File: src/hw/rtl/sspq_pkg.sv
// Package for the stable sorted priority queue.
// Holds the request and response word types, the stored entry type,
// the operation and status codes, and the sequencer state type. No dependencies.
package sspq_pkg;

	// operation codes carried in the mode field
	localparam logic MODE_ADD    = 1'b0;
	localparam logic MODE_REMOVE = 1'b1;

	typedef enum logic [1:0] {
		ST_OK    = 2'd0,
		ST_EMPTY = 2'd1,
		ST_FULL  = 2'd2
	} status_t;

	// request word
	typedef struct packed {
		logic               mode;
		logic signed [15:0] priority_req;
		logic        [15:0] item_tag;
	} req_word_t;

	// response word
	typedef struct packed {
		logic        [15:0] removed_tag;
		logic        [15:0] front_tag;
		logic signed [15:0] front_priority;
		logic               empty_res;
		logic               full_res;
		status_t            status;
	} rsp_word_t;

	// one stored queue entry
	typedef struct packed {
		logic signed [15:0] pri;
		logic        [15:0] tag;
	} entry_t;

	typedef enum logic [2:0] {
		S_IDLE,
		S_ADD_RD,
		S_ADD_SCAN,
		S_ADD_HEAD,
		S_POP_WAIT,
		S_DONE
	} state_t;

endpackage

File: src/hw/rtl/sspq_mem.sv
// Entry storage for the sorted priority queue: one write port, one read port.
// Read data is registered. Depends on sspq_pkg.
module sspq_mem import sspq_pkg::*; #(
	parameter int DEPTH = 16
) (
	input  logic                     clk,
	input  logic                     wr_en,
	input  logic [$clog2(DEPTH)-1:0] wr_addr,
	input  entry_t                   wr_data,
	input  logic                     rd_en,
	input  logic [$clog2(DEPTH)-1:0] rd_addr,
	output entry_t                   rd_data
);

	entry_t mem_q [DEPTH];

	// write port
	always_ff @(posedge clk) begin
		if (wr_en) begin
			mem_q[wr_addr] <= wr_data;
		end
	end

	// registered read port
	always_ff @(posedge clk) begin
		if (rd_en) begin
			rd_data <= mem_q[rd_addr];
		end
	end

endmodule

File: src/hw/rtl/sspq_ctrl.sv
// Sequencer of the sorted priority queue: circular pointers, front cache and
// the shared priority comparator that walks the list from the tail on an add.
// Depends on sspq_pkg; drives the ports of sspq_mem.
module sspq_ctrl import sspq_pkg::*; #(
	parameter int DEPTH = 16
) (
	input  logic                     clk,
	input  logic                     arst_n,
	input  logic                     req_valid,
	output logic                     req_stall,
	input  req_word_t                req,
	output logic                     res_valid,
	input  logic                     res_take,
	output rsp_word_t                res,
	output logic                     mem_wr_en,
	output logic [$clog2(DEPTH)-1:0] mem_wr_addr,
	output entry_t                   mem_wr_data,
	output logic                     mem_rd_en,
	output logic [$clog2(DEPTH)-1:0] mem_rd_addr,
	input  entry_t                   mem_rd_data
);

	localparam int AW = $clog2(DEPTH);
	localparam int CW = $clog2(DEPTH + 1);
	localparam logic [AW-1:0] LAST = AW'(DEPTH - 1);
	localparam logic [CW-1:0] FULL_CNT = CW'(DEPTH);

	state_t          state_q, state_d;
	logic [CW-1:0]   count_q;
	logic [AW-1:0]   head_q;    // slot of the front entry
	logic [AW-1:0]   tail_q;    // first free slot behind the last entry
	logic [AW-1:0]   ptr_q;     // slot under compare during an add
	logic [AW-1:0]   idx_q;     // list position of ptr_q
	req_word_t       item_q;
	entry_t          front_q;
	logic [15:0]     removed_q;
	status_t         status_q;

	logic            accept;
	logic            is_add;
	logic            q_empty;
	logic            q_full;
	logic            q_one;
	logic            scan_hit;
	logic            idx_zero;
	logic [CW-1:0]   cnt_m1;
	logic [AW-1:0]   head_inc;
	logic [AW-1:0]   tail_inc;
	logic [AW-1:0]   tail_dec;
	logic [AW-1:0]   ptr_inc;
	logic [AW-1:0]   ptr_dec;
	entry_t          new_entry;
	logic            add_done;

	// circular pointer steps
	assign head_inc = (head_q == LAST) ? '0 : head_q + AW'(1);
	assign tail_inc = (tail_q == LAST) ? '0 : tail_q + AW'(1);
	assign tail_dec = (tail_q == '0) ? LAST : tail_q - AW'(1);
	assign ptr_inc  = (ptr_q == LAST) ? '0 : ptr_q + AW'(1);
	assign ptr_dec  = (ptr_q == '0) ? LAST : ptr_q - AW'(1);

	assign accept    = req_valid && (state_q == S_IDLE);
	assign is_add    = (req.mode == MODE_ADD);
	assign q_empty   = (count_q == '0);
	assign q_full    = (count_q == FULL_CNT);
	assign q_one     = (count_q == CW'(1));
	assign cnt_m1    = count_q - CW'(1);
	assign idx_zero  = (idx_q == '0);
	assign new_entry = '{pri: item_q.priority_req, tag: item_q.item_tag};

	// shared comparator: stored entry stays ahead when its priority is not lower
	assign scan_hit = (mem_rd_data.pri >= item_q.priority_req);

	assign add_done = ((state_q == S_ADD_SCAN) && scan_hit) || (state_q == S_ADD_HEAD);

	// next state
	always_comb begin
		state_d = state_q;
		case (state_q)
			S_IDLE: begin
				if (accept) begin
					if (is_add) begin
						if (q_full) begin
							state_d = S_DONE;
						end else if (q_empty) begin
							state_d = S_ADD_HEAD;
						end else begin
							state_d = S_ADD_RD;
						end
					end else begin
						if (q_empty || q_one) begin
							state_d = S_DONE;
						end else begin
							state_d = S_POP_WAIT;
						end
					end
				end
			end
			S_ADD_RD:   state_d = S_ADD_SCAN;
			S_ADD_SCAN: begin
				if (scan_hit) begin
					state_d = S_DONE;
				end else if (idx_zero) begin
					state_d = S_ADD_HEAD;
				end
			end
			S_ADD_HEAD: state_d = S_DONE;
			S_POP_WAIT: state_d = S_DONE;
			S_DONE: begin
				if (res_take) begin
					state_d = S_IDLE;
				end
			end
			default:    state_d = S_IDLE;
		endcase
	end

	// memory controls and handshake outputs
	always_comb begin
		req_stall   = (state_q != S_IDLE);
		res_valid   = 1'b0;
		mem_wr_en   = 1'b0;
		mem_wr_addr = ptr_inc;
		mem_wr_data = mem_rd_data;
		mem_rd_en   = 1'b0;
		mem_rd_addr = ptr_q;
		case (state_q)
			S_IDLE: begin
				// fetch the entry that becomes the new front on a pop
				mem_rd_en   = accept && !is_add;
				mem_rd_addr = head_inc;
			end
			S_ADD_RD: begin
				mem_rd_en = 1'b1;
			end
			S_ADD_SCAN: begin
				// move the lower entry back one slot, or drop the new one in behind
				mem_wr_en = 1'b1;
				if (scan_hit) begin
					mem_wr_data = new_entry;
				end else if (!idx_zero) begin
					mem_rd_en   = 1'b1;
					mem_rd_addr = ptr_dec;
				end
			end
			S_ADD_HEAD: begin
				mem_wr_en   = 1'b1;
				mem_wr_addr = head_q;
				mem_wr_data = new_entry;
			end
			S_DONE: begin
				res_valid = 1'b1;
			end
			default: begin
			end
		endcase
	end

	// control state
	always_ff @(posedge clk or negedge arst_n) begin
		if (!arst_n) begin
			state_q <= S_IDLE;
			count_q <= '0;
			head_q  <= '0;
			tail_q  <= '0;
		end else begin
			state_q <= state_d;
			if (accept && !is_add && !q_empty) begin
				count_q <= cnt_m1;
				head_q  <= head_inc;
			end else if (add_done) begin
				count_q <= count_q + CW'(1);
				tail_q  <= tail_inc;
			end
		end
	end

	// working registers
	always_ff @(posedge clk) begin
		if (accept) begin
			item_q    <= req;
			ptr_q     <= tail_dec;
			idx_q     <= cnt_m1[AW-1:0];
			removed_q <= (!is_add && !q_empty) ? front_q.tag : 16'd0;
			if (is_add && q_full) begin
				status_q <= ST_FULL;
			end else if (!is_add && q_empty) begin
				status_q <= ST_EMPTY;
			end else begin
				status_q <= ST_OK;
			end
		end
		if ((state_q == S_ADD_SCAN) && !scan_hit && !idx_zero) begin
			ptr_q <= ptr_dec;
			idx_q <= idx_q - AW'(1);
		end
		if (state_q == S_ADD_HEAD) begin
			front_q <= new_entry;
		end
		if (state_q == S_POP_WAIT) begin
			front_q <= mem_rd_data;
		end
	end

	// response word
	always_comb begin
		res.removed_tag    = removed_q;
		res.front_tag      = q_empty ? 16'd0 : front_q.tag;
		res.front_priority = q_empty ? 16'sd0 : front_q.pri;
		res.empty_res      = q_empty;
		res.full_res       = q_full;
		res.status         = status_q;
	end

endmodule

File: src/hw/rtl/stable_sorted_priority_queue_unit.sv
// Stable sorted priority queue: top level with the response register.
// Depends on sspq_pkg, sspq_mem and sspq_ctrl.
//
// Usage: a request word on req (valid/stall) either adds a (priority, tag)
// entry or removes the front entry. Entries leave in order of descending
// priority; equal priorities leave in arrival order. Every request gives one
// response word on rsp with the popped tag, the front entry, empty and full
// flags and a status (ok, remove on empty, add on full dropped).
// Operation: entries sit in a circular buffer in one memory. A remove reads
// the next entry to refill the front cache, and skips the wait for that read
// when it finds the queue empty or leaves it empty. An add walks the list
// from the tail, one entry per cycle through the single priority comparator
// and the memory, moving back each entry of lower priority; an add to an
// empty queue writes the head slot directly and a dropped add writes nothing.
// One request is in work at a time; req_stall is high until the response is
// loaded into the output register, and the next request is taken in the
// following cycle at the earliest.
// Reset clears the count and pointers; the queue is empty afterwards and no
// clearing pass is needed. A stalled response holds in the output register;
// one further request may be worked meanwhile and waits until it drains.
module stable_sorted_priority_queue_unit import sspq_pkg::*; #(
	parameter int DEPTH = 16
) (
	input  logic      clk,
	input  logic      arst_n,
	input  logic      req_valid,
	output logic      req_stall,
	input  req_word_t req,
	output logic      rsp_valid,
	input  logic      rsp_stall,
	output rsp_word_t rsp
);

	localparam int AW = $clog2(DEPTH);

	logic            res_valid;
	logic            res_take;
	rsp_word_t       res;
	logic            mem_wr_en;
	logic [AW-1:0]   mem_wr_addr;
	entry_t          mem_wr_data;
	logic            mem_rd_en;
	logic [AW-1:0]   mem_rd_addr;
	entry_t          mem_rd_data;
	logic            rsp_valid_q;
	rsp_word_t       rsp_q;

	sspq_ctrl #(
		.DEPTH (DEPTH)
	) u_ctrl (
		.clk         (clk),
		.arst_n      (arst_n),
		.req_valid   (req_valid),
		.req_stall   (req_stall),
		.req         (req),
		.res_valid   (res_valid),
		.res_take    (res_take),
		.res         (res),
		.mem_wr_en   (mem_wr_en),
		.mem_wr_addr (mem_wr_addr),
		.mem_wr_data (mem_wr_data),
		.mem_rd_en   (mem_rd_en),
		.mem_rd_addr (mem_rd_addr),
		.mem_rd_data (mem_rd_data)
	);

	sspq_mem #(
		.DEPTH (DEPTH)
	) u_mem (
		.clk     (clk),
		.wr_en   (mem_wr_en),
		.wr_addr (mem_wr_addr),
		.wr_data (mem_wr_data),
		.rd_en   (mem_rd_en),
		.rd_addr (mem_rd_addr),
		.rd_data (mem_rd_data)
	);

	// load the response register when it is empty or draining
	assign res_take = res_valid && (!rsp_valid_q || !rsp_stall);

	always_ff @(posedge clk or negedge arst_n) begin
		if (!arst_n) begin
			rsp_valid_q <= 1'b0;
		end else if (res_take) begin
			rsp_valid_q <= 1'b1;
		end else if (!rsp_stall) begin
			rsp_valid_q <= 1'b0;
		end
	end

	always_ff @(posedge clk) begin
		if (res_take) begin
			rsp_q <= res;
		end
	end

	assign rsp_valid = rsp_valid_q;
	assign rsp       = rsp_q;

endmodule

File: config.mk
export PLATFORM = sky130hd
export DESIGN_NAME = stable_sorted_priority_queue_unit
export DESIGN_NICKNAME = d
export VERILOG_FILES = /design/src/hw/rtl/sspq_pkg.sv /design/src/hw/rtl/sspq_mem.sv /design/src/hw/rtl/sspq_ctrl.sv /design/src/hw/rtl/stable_sorted_priority_queue_unit.sv
export SDC_FILE = /design/constraint.sdc
export NUM_CORES = 1
export LEC_CHECK = 0
export ABC_CLOCK_PERIOD_IN_PS = 4700
export BUFFER_PORTS_ARGS = -buffer_cell sky130_fd_sc_hd__buf_4
export CELL_PAD_IN_SITES_DETAIL_PLACEMENT = 0
export CELL_PAD_IN_SITES_GLOBAL_PLACEMENT = 2
export CORE_ASPECT_RATIO = 0.75
export CORE_UTILIZATION = 44
export DETAILED_ROUTE_END_ITERATION = 8
export GPL_TIMING_DRIVEN = 0
export PLACE_DENSITY = 0.86
export SLEW_MARGIN = 10
export SYNTH_ARGS = -nofsm -noshare
export SYNTH_HDL_FRONTEND = slang
export SYNTH_HIERARCHICAL = 1
export SYNTH_SLANG_ARGS = --single-unit
File: constraint.sdc
create_clock -name clk -period 4.7 [get_ports clk]
set_input_delay 0.705 -clock clk [delete_from_list [all_inputs] [get_ports clk]]
set_output_delay 0.705 -clock clk [all_outputs]
set_load 0.03 [all_outputs]
==> impl_metrics.tcl, run 1 <==
set metrics [dict create \
    status "finished, final reports clean" \
    grt_max_degree 53 \
    hp-class "in2reg" \
    startpoint_type "flop" \
    synth.most_common_cell "edfxtp_1" \
    grt_pass1_wl_um 91900 \
    dieArea_um2 63400 \
    routed_wl_um 62800 \
    ir_drop_mv 0.479 \
    worstHoldEndpoint "u_ctrl/item_q[15]$_DFFE_PP_" \
    crit_family "compound AO/OA/AOI/OAI gates" \
    cts_tree "done" \
    drive_gt1_share_pct 29.9 \
    path_clk_slew_ns 0.06 \
    num-fill-cells 4676 \
    synth.top_cells.by_count "686 x edfxtp_1, 128 x mux4_2, 73 x nand2_1" \
    avgSynthCellArea_um2 19.9 \
    synth_ff_type "edfxtp_1" \
    cts_root_buf "clkbuf_16" \
    clock_latency_ns 0.62 \
    finalSetupViolCount 0 \
    die_height_um 218 \
    slew_headroom_pct 29.6 \
    worstPathArrival_ns 4.98 \
    portBuffers 90 \
    yosys_warnings 6 \
    core_area_um2 61100 \
    grt_overflow_total 0 \
    fin_util_pct 52.9 \
    path_cells "ha_4 > nand4_1 > nor4_4 > a21bo_2 > and3_1 > o21a_2 > mux2i_1 > o221ai_4 > buf_8 > buf_8 > mux4_2 > a22oi_1 > nand2_1" \
    max_stage_delay_ns 0.51 \
    hp-start "req[15]" \
    fin_crit_sh_pct 98.9 \
    antenna_found_initial 3 \
    gp_congestion 0.771 \
    cts_sinks 703 \
    tightestPinTransition_ns 1.06 \
    power_uw 23000 \
    fin_nets 1640 \
    crit_buf_inv 2 \
    syn2layout_area_growth_pct 17.9 \
    finalClockSkew_ns 0.0272 \
    cp.required_ns 5.03 \
    syn_nets 1440 \
    drc 0 \
    cp_slowest_cell "mux4_2" \
    grt.total_usage_pct 20.1 \
    ys_ff_latch 703 \
    finalHoldViolations 0 \
    fp.dieW_um 290 \
    synth-edff-count 686 \
    synth_top_family_by_area "multiplexers" \
    synth_area_um2 27400 \
    initial_core_util_pct 44.9 \
    viasPerCell 5.77 \
    r2r_end "u_mem/rd_data[24]$_DFFE_PP_" \
    synth.distinct_cells 54 \
    fmax_mhz 215 \
    yosysSeqAreaShare_pct 76.6 \
    async_reset_ff_share_pct 2.42 \
    pin_count 91 \
    ant_nets 0 \
    synth.area.top_cells "edfxtp_1 75%, mux4_2 11%, mux2_2 2.1%" \
    worstPathMaxFanout 10 \
    crit_top_cell "buf_8" \
    synth_compound_area_share_pct 3.75 \
    p_leak_uw 0.0108 \
    slew_violations 0 \
    hold_slack_ns 0.264 \
    h-tree-depth 3 \
    maxCapViolCount 0 \
    muxShareOfSynthArea_pct 12.7 \
    synth_top_area_share_pct 75.1 \
    placementRows 78 \
    holdPathStages 1 \
    dr.pass1.iters 7 \
    dp_hpwl_um 40700 \
    synth_area_leader_cell "edfxtp_1" \
    yosys.area_share.simple_pct 3.68 \
    r2r-start "u_mem/rd_data[31]$_DFFE_PP_" \
    powerDensity_nw_per_um2 710 \
    endpoint_kind "flop" \
    drt-wirelength-per-cell_um 25.8 \
    cts_buffer_depth 3 \
    synthXorXnorAreaFrac_pct 0.351 \
    reg2reg_slack_ns 0.05 \
    via_count 14000 \
    synth-adder-area-share_pct 1.23 \
    syn_inst 1376 \
    crit_type "reg2reg" \
    fin_crit_ns 4.65 \
    reg2regPathDepth 13 \
    numCtsBuffers 67 \
    grt_pass1_vias 13700 \
    drt_iter0_drc 1417 \
]
## layer usage
metal	global-route usage, %	part of all wire [%]
met2	29.9	45
met5	0	0
met4	4.27	1.5
met3	5.62	10
met1	29.6	44
## stage by stage
| stage | setup WS [ns] | cells | setup TNS (ns) | instance area [µm²] |
|---|---|---|---|---|
| finish | 0.0522 | 2429 | 0 | 32300 |
| global route | -0.0315 | 2428 | -0.182 | 32300 |
| CTS | 0.00322 | 2425 | 0 | 32200 |
| detailed placement | -0.892 | 2299 | -148.90 | 29800 |
| global placement | -2.76 | 2266 | -753.70 | 29100 |
| floorplan | 0.310 | 1376 | 0 | 27400 |
## what timing repair did
action                                 in CTS  in global routing
pin swaps                                   2                  3
gates resized for setup                    35                 63
buffers inserted                            4                  1
gates cloned                                0                  1
endpoints found under the hold margin      17                  0
hold buffers                                1                  0
setup endpoints to repair                 464                 32
## placed cells by master (no fill, tap or decap), types with 5 or more instances in the layout
master	n
a21o_1	6
a21oi_1	22
a22oi_1	62
and2_1	35
and3_1	20
buf_12	8
buf_16	7
buf_2	5
buf_4	114
buf_6	10
buf_8	10
bufinv_16	10
clkbuf_1	32
clkbuf_16	70
clkbuf_2	13
clkbuf_4	10
clkinv_1	16
clkinv_2	9
dfrtp_1	17
edfxtp_1	686
ha_1	26
inv_1	32
mux2_2	51
mux4_2	128
nand2_1	73
nand2b_1	5
nand3_1	8
nor2_1	16
nor2_4	12
nor2b_1	6
nor3_1	7
o21ai_0	24
xnor2_1	9
## cell type report
cell class                      count  area (µm²)  share of cell area (%)
Tap cell                          800        1000                    3.10
Clock buffer                       81        1790                    5.54
Multi-Input combinational cell    572        6200                    19.2
Timing Repair Buffer              131        1260                    3.90
Sequential cell                   703       21000                    65.0
Clock inverter                     40         468                    1.45
Buffer                             68         465                    1.44
Antenna cell                        1        2.50                 0.00774
Inverter                           33         126                   0.391
## worst max-delay path by stage
| stage | from | endpoint | slack [ns] | cells past startpoint |
|---|---|---|---|---|
| final | u_mem/rd_data[31]$_DFFE_PP_ | u_mem/rd_data[24]$_DFFE_PP_ | 0.05 | 13 |
| after global routing | u_mem/rd_data[31]$_DFFE_PP_ | u_mem/rd_data[0]$_DFFE_PP_ | -0.03 | 13 |
| after CTS | u_ctrl/item_q[31]$_DFFE_PP_ | u_mem/rd_data[22]$_DFFE_PP_ | 0.003 | 14 |
| after detailed placement | u_ctrl/item_q[31]$_DFFE_PP_ | u_mem/rd_data[7]$_DFFE_PP_ | -0.89 | 14 |
| after global placement | req[32] | u_mem/rd_data[14]$_DFFE_PP_ | -2.76 | 4 |
| after floorplan | u_ctrl/state_q[2]$_DFFE_PN0P_ | u_mem/mem_q[0][0]$_DFFE_PP_ | 0.31 | 8 |
## kinds of logic after synthesis
family                     after synthesis
DFF                                    703
and+or+nand+nor                        203
muxes                                  183
AOI/OAI and AO/OA                      148
buffers and inverters                  101
adders and majority gates               27
xor gates and xnor gates                11
## state kept, by name, summed over array words and instances (netlist names)
register          count
u_ctrl/front_q       32
u_mem/mem_q         512
u_ctrl/item_q        32
rsp_valid             1
u_mem/rd_data        32
u_ctrl/status_q       2
u_ctrl/state_q        3
u_ctrl/tail_q         4
rsp                  52
u_ctrl/head_q         4
u_ctrl/idx_q          4
u_ctrl/removed_q     16
u_ctrl/count_q        5
u_ctrl/ptr_q          4
## report_power, final
part / total (µW) / internal (µW) / leakage, µW / switching, µW
logic: 8200 / 3260 / 0.00326 / 4940
registers: 9200 / 8870 / 0.00644 / 329
clock network: 5570 / 3280 / 0.00111 / 2280
total: 23000 / 15400 / 0.0108 / 7550
No activity file was read; power rests on OpenSTA's default activity.
==> run 2: changes to the inputs <==
--- a/config.mk
+++ b/config.mk
@@ -12,2 +12,3 @@
 export CORE_ASPECT_RATIO = 0.75
+export CORE_MARGIN = 8
 export CORE_UTILIZATION = 44
--- a/constraint.sdc
+++ b/constraint.sdc
@@ -3,2 +3,2 @@
 set_output_delay 0.705 -clock clk [all_outputs]
-set_load 0.03 [all_outputs]
+set_load 0.01 [all_outputs]
==> run 2 against run 1 <==
  * Worst hold slack better by 0.013 ns
  * Sequential power about the same
  * Design area shrank 1.2%
  * Largest power group unchanged
  * Highest routed layer unchanged
  * Non-clock buffer count is 2 lower
  * Fmax is 3.5% higher
==> impl_metrics.tcl, run 2 (synthesis gave the netlist of run 1 again) <==
set metrics [dict create \
    cts_tree "done" \
    grt_max_degree 53 \
    fin_nets 1637 \
    fmax_mhz 223 \
    cts_sinks 703 \
    path_clk_slew_ns 0.06 \
    n_antenna_cell 0 \
    crit_type "reg2reg" \
    worstPathArrival_ns 4.83 \
    via_count 13900 \
    portBuffers 90 \
    startpoint_type "flop" \
    drc 0 \
    cp.required_ns 5.04 \
    core_area_um2 61900 \
    routedLengthMet1_um 27000 \
    setup_tns_ns 0 \
    h-tree-depth 3 \
    cts_root_buf "clkbuf_16" \
    p_int_uw 14800 \
    met3RoutedLength_um 6430 \
    viasPerCell 5.74 \
    drive_gt1_share_pct 28.9 \
    maxCapViolCount 0 \
    slew_violations 0 \
    final_cells 2428 \
    ir_drop_mv 0.361 \
    hp-class "in2reg" \
    finalHoldViolations 0 \
    cts_buffer_depth 3 \
    drt-wirelength-per-cell_um 26.4 \
    combPwrFrac_pct 35.5 \
    post-place-ws_ns -0.903 \
    p_sw_share_pct 32.8 \
    ant_nets 0 \
    initial_core_util_pct 44.3 \
    final_cell_mix "686 x edfxtp_1, 128 x mux4_2, 116 x buf_4" \
    fin_crit_ns 4.49 \
    finalClockSkew_ns 0.0210 \
    powerDensity_nw_per_um2 689 \
    dpl_cell_area_um2 29800 \
    grt_pass1_wl_um 94300 \
    antenna_found_initial 2 \
    p_seq_share_pct 41.8 \
    finalSetupViolCount 0 \
    slew_headroom_pct 29.4 \
    routed_wl_um 64200 \
    grt.total_usage_pct 18.1 \
    numCtsBuffers 66 \
    dr.pass1.iters 5 \
    fp.dieW_um 304 \
    fin_crit_sh_pct 95.5 \
    power_uw 22000 \
    wl_met2_um 28900 \
    status "finished, final reports clean" \
    p_clk_share_pct 22.7 \
    p_leak_uw 0.0106 \
    largest-register "u_mem/mem_q" \
    top_layer "met4" \
    clock_latency_ns 0.60 \
    place_inst 2310 \
    layout_commonest_cell "edfxtp_1" \
    endpoint_kind "flop" \
    dieArea_um2 70700 \
    die_height_um 232 \
    p_sw_uw 7230 \
    largest_reg_flops 512 \
    drt_iter0_drc 1359 \
    tightestPinTransition_ns 1.05 \
    grt_overflow_total 0 \
    fin_ws_ns 0.210 \
    pin_count 91 \
    reg2reg_slack_ns 0.21 \
    final_area_um2 32000 \
    worstPathMaxFanout 10 \
    placementRows 79 \
    dp_hpwl_um 42100 \
    gp_congestion 0.748 \
    syn2layout_area_growth_pct 16.5 \
    grt_pass1_vias 14100 \
]
run 2: cell types whose count changed in the layout (fill, tap and decap cells not counted), moves of 2 or more:
| cell | change |
|---|---|
| buf_2 | +2 |
| bufinv_16 | -8 |
| a22oi_2 | -4 |
| buf_4 | +2 |
| clkbuf_1 | +4 |
| clkbuf_2 | -2 |
| buf_6 | +6 |
| clkbuf_16 | -2 |
| a22oi_1 | +4 |
| buf_8 | -7 |
| clkbuf_4 | -5 |
run 2: timing repair:
item | in CTS | in global routing
endpoints found under the setup margin | 469 | 32
resized for setup | 46 | 23
pin swaps | 2 | 3
endpoints found under the hold margin | 17 | 0
cloned | 0 | 0
hold buffers | 1 | 0
buffers inserted | 2 | 2
run 2: critical path, stage by stage (launching register included):
cell,delay (ns)
edfxtp_1,0.42
inv_1,0.07
ha_1,0.37
nand4_1,0.10
buf_4,0.18
nor4_4,0.33
a21bo_2,0.34
and3_1,0.24
o21a_2,0.30
mux2i_1,0.18
o221ai_1,0.31
buf_4,0.31
buf_2,0.34
mux4_2,0.35
a22oi_1,0.29
nand2_1,0.11
run 2: cell type report:
class                           count  area, µm²
Buffer                             68        417
Clock buffer                       82       1760
Clock inverter                     31        204
Fill cell                        4801      29900
Inverter                           33        126
Multi-Input combinational cell    572       6160
Sequential cell                   703      21000
Tap cell                          810       1010
Timing Repair Buffer              129       1260
run 2: final timing paths:
| path | start | to | depth (start not counted) |
|---|---|---|---|
| worst max-delay path | u_ctrl/item_q[31]$_DFFE_PP_ | u_mem/rd_data[22]$_DFFE_PP_ | 15 |
| worst min-delay path | req[5] | u_ctrl/item_q[5]$_DFFE_PP_ | 1 |
| worst max register to register | u_ctrl/item_q[31]$_DFFE_PP_ | u_mem/rd_data[22]$_DFFE_PP_ | 15 |
| worst min register to register | u_ctrl/removed_q[2]$_SDFFCE_PN0P_ | rsp[38]$_DFFE_PP_ | 0 |
| max in group asynchronous | arst_n | u_ctrl/count_q[4]$_DFFE_PN0P_ | 2 |
| min in group asynchronous | arst_n | u_ctrl/tail_q[1]$_DFFE_PN0P_ | 2 |
run 2: power by group through the flow:
stage               sequential, µW  combinational [µW]  clock [µW]
floorplan                     9310                4920           0
global placement              9370                7240           0
detailed placement            9330                7680           0
CTS                           9210                7840        5080
global route                  9280                8440        5320
finish                        9200                7820        4990
run 2: stage by stage:
step / util [%] / hold slack, ns
after floorplan: - / 0.400
after global placement: 47.1 / 0.401
after detailed placement: 48.2 / 0.405
after CTS: 51.6 / 0.242
after global routing: 51.7 / 0.255
final: 51.7 / 0.277
run 2: per-layer routing:
metal	global-route usage [%]	vias up
li1	-	5977
met1	24.8	7261
met2	27.3	606
met3	6.16	102
met4	5.57	0
met5	0	-
==> run 3: changes to the inputs <==
- CORE_ASPECT_RATIO: 0.75 -> 1.25
==> run 3 against run 2 <==
  * Critical path depth down 1
  * Sequential share of layout area is 0.65 points lower
  * Flip-flop and latch count is the same
  * Worst hold slack got worse by 0.011 ns
  * Core utilization increased by 0.60 points
  * Wire length decreased by 0.68%
  * Sequential power about the same
  * Design area up 0.99%
  * Clock power up 7.8%
  * Critical endpoint is now u_mem/rd_data[23]$_DFFE_PP_
  * Largest power group unchanged
==> impl_metrics.tcl, run 3 (synthesis gave the netlist of run 1 again) <==
set metrics [dict create \
    status "finished, final reports clean" \
    portBuffers 90 \
    placementRows 102 \
    grt.total_usage_pct 18.2 \
    syn2layout_area_growth_pct 17.6 \
    combPwrFrac_pct 34.5 \
    finalHoldViolations 0 \
    worstPathMaxFanout 10 \
    final_cells 2461 \
    num-fill-cells 4793 \
    drive_gt1_share_pct 29.3 \
    fmax_mhz 219 \
    crit_type "reg2reg" \
    r2r-start "u_ctrl/item_q[31]$_DFFE_PP_" \
    hp-start "req[21]" \
    n_antenna_cell 0 \
    finalClockSkew_ns 0.0260 \
    post_cts_buffers 0 \
    dp_hpwl_um 41800 \
    cp.required_ns 5.06 \
    cts_buffer_depth 3 \
    h-tree-depth 3 \
    largest-register "u_mem/mem_q" \
    slew_headroom_pct 28.6 \
    antenna_found_initial 2 \
    viasPerCell 5.62 \
    p_leak_uw 0.0108 \
    ant_nets 0 \
    worstPathArrival_ns 4.91 \
    fin_nets 1641 \
    startpoint_type "flop" \
    drc 0 \
    powerDensity_nw_per_um2 690 \
    numCtsBuffers 68 \
    grt_pass1_vias 14500 \
    initial_core_util_pct 44.4 \
    p_clk_share_pct 24.1 \
    maxCapViolCount 0 \
    die_height_um 295 \
    p_sw_share_pct 32.3 \
    power_uw 22300 \
    cts_root_buf "clkbuf_16" \
    grt_overflow_total 0 \
    ir_drop_mv 0.301 \
    path_clk_slew_ns 0.06 \
    cts_sinks 703 \
    drt_iter0_drc 1415 \
    final_cell_mix "686 x edfxtp_1, 128 x mux4_2, 118 x buf_4" \
    reg2reg_slack_ns 0.14 \
    p_sw_uw 7190 \
    grt_max_degree 53 \
    p_seq_share_pct 41.3 \
    place_inst 2337 \
    fp.dieW_um 239 \
    largest_reg_flops 512 \
    dieArea_um2 70700 \
    fin_crit_ns 4.56 \
    finalSetupViolCount 0 \
    cts_tree "done" \
    worstHoldEndpoint "u_ctrl/item_q[21]$_DFFE_PP_" \
    dr.pass1.iters 5 \
    final_area_um2 32300 \
    core_area_um2 61800 \
    fin_crit_sh_pct 97.0 \
    grt_pass1_wl_um 93900 \
    layout_commonest_cell "edfxtp_1" \
    endpoint_kind "flop" \
    clock_latency_ns 0.61 \
    reg2regPathDepth 14 \
    drt-wirelength-per-cell_um 25.9 \
    via_count 13800 \
    gp_congestion 0.812 \
    dpl_cell_area_um2 30000 \
    p_int_uw 15100 \
    hp-class "in2reg" \
    holdPathStages 1 \
    routed_wl_um 63700 \
    slew_violations 0 \
    pin_count 91 \
    tightestPinTransition_ns 1.07 \
    grt_setup_unrepaired "true" \
    r2r_end "u_mem/rd_data[23]$_DFFE_PP_" \
]
==> run 3: per-stage QoR <==
| stage | TNS [ns] | utilization (%) | setup WS [ns] | hold WS (ns) |
|---|---|---|---|---|
| 2_1_floorplan | 0 | - | 0.310 | 0.400 |
| 3_3_place_gp | -708.68 | 47.2 | -2.74 | 0.402 |
| 3_5_place_dp | -8.81 | 48.6 | -0.365 | 0.405 |
| 4_1_cts | 0 | 52.2 | 0.00463 | 0.237 |
| 5_1_grt | -0.116 | 52.3 | -0.0316 | 0.246 |
| 6_report | 0 | 52.3 | 0.142 | 0.266 |
==> run 3: power groups by stage <==
stage	clock network, µW	logic, µW	registers (µW)
floorplan	0	4920	9310
global placement	0	7180	9380
detailed placement	0	7660	9340
CTS	5480	7730	9210
global route	5720	8260	9280
finish	5380	7690	9210
==> run 3: routing by layer <==
layer | track usage [%] | routed length [µm]
met1 | 22.5 | 24100
met3 | 3.42 | 4800
met4 | 6.42 | 1870
met2 | 31.9 | 33000
met5 | 0 | 11
==> run 3: how the worst max path moves through the flow <==
stage                                   end  cells after the start                           from
4_1_cts         u_mem/rd_data[29]$_DFFE_PP_                     14    u_ctrl/item_q[31]$_DFFE_PP_
3_5_place_dp    u_mem/rd_data[25]$_DFFE_PP_                     14    u_ctrl/item_q[31]$_DFFE_PP_
2_1_floorplan   u_mem/mem_q[0][0]$_DFFE_PP_                      8  u_ctrl/state_q[2]$_DFFE_PN0P_
5_1_grt          u_mem/rd_data[6]$_DFFE_PP_                     14    u_ctrl/item_q[31]$_DFFE_PP_
3_3_place_gp   u_mem/mem_q[0][19]$_DFFE_PP_                      7  u_ctrl/state_q[2]$_DFFE_PN0P_
6_report        u_mem/rd_data[23]$_DFFE_PP_                     14    u_ctrl/item_q[31]$_DFFE_PP_
==> run 3: timing repair <==
item                                   CTS  global route
pin swaps                                0             0
setup endpoints to repair               32            32
hold buffers                             1             0
endpoints found under the hold margin   17             0
resized for setup                       22            34
==> run 3: cell type report <==
type / instances / area (µm²) / area share (%)
clock inverter: 37 / 339 / 1.05
multi-input combinational: 572 / 6130 / 19.0
tap: 832 / 1040 / 3.22
inverter: 33 / 126 / 0.391
buffer: 68 / 373 / 1.16
timing repair buffer: 131 / 1390 / 4.31
sequential: 703 / 21000 / 65.1
clock buffer: 85 / 1850 / 5.73
==> run 3: critical path, stage by stage (launching register included) <==
cell and delay, ns:
edfxtp_1 0.41, inv_1 0.07, ha_1 0.35, nand4_1 0.22, nor4_2 0.41, a21bo_2 0.30, a31oi_1 0.29, o211ai_4 0.19
buf_2 0.30, o221ai_1 0.29, buf_2 0.31, buf_2 0.39, mux4_2 0.37, a22oi_1 0.32, nand2_1 0.09
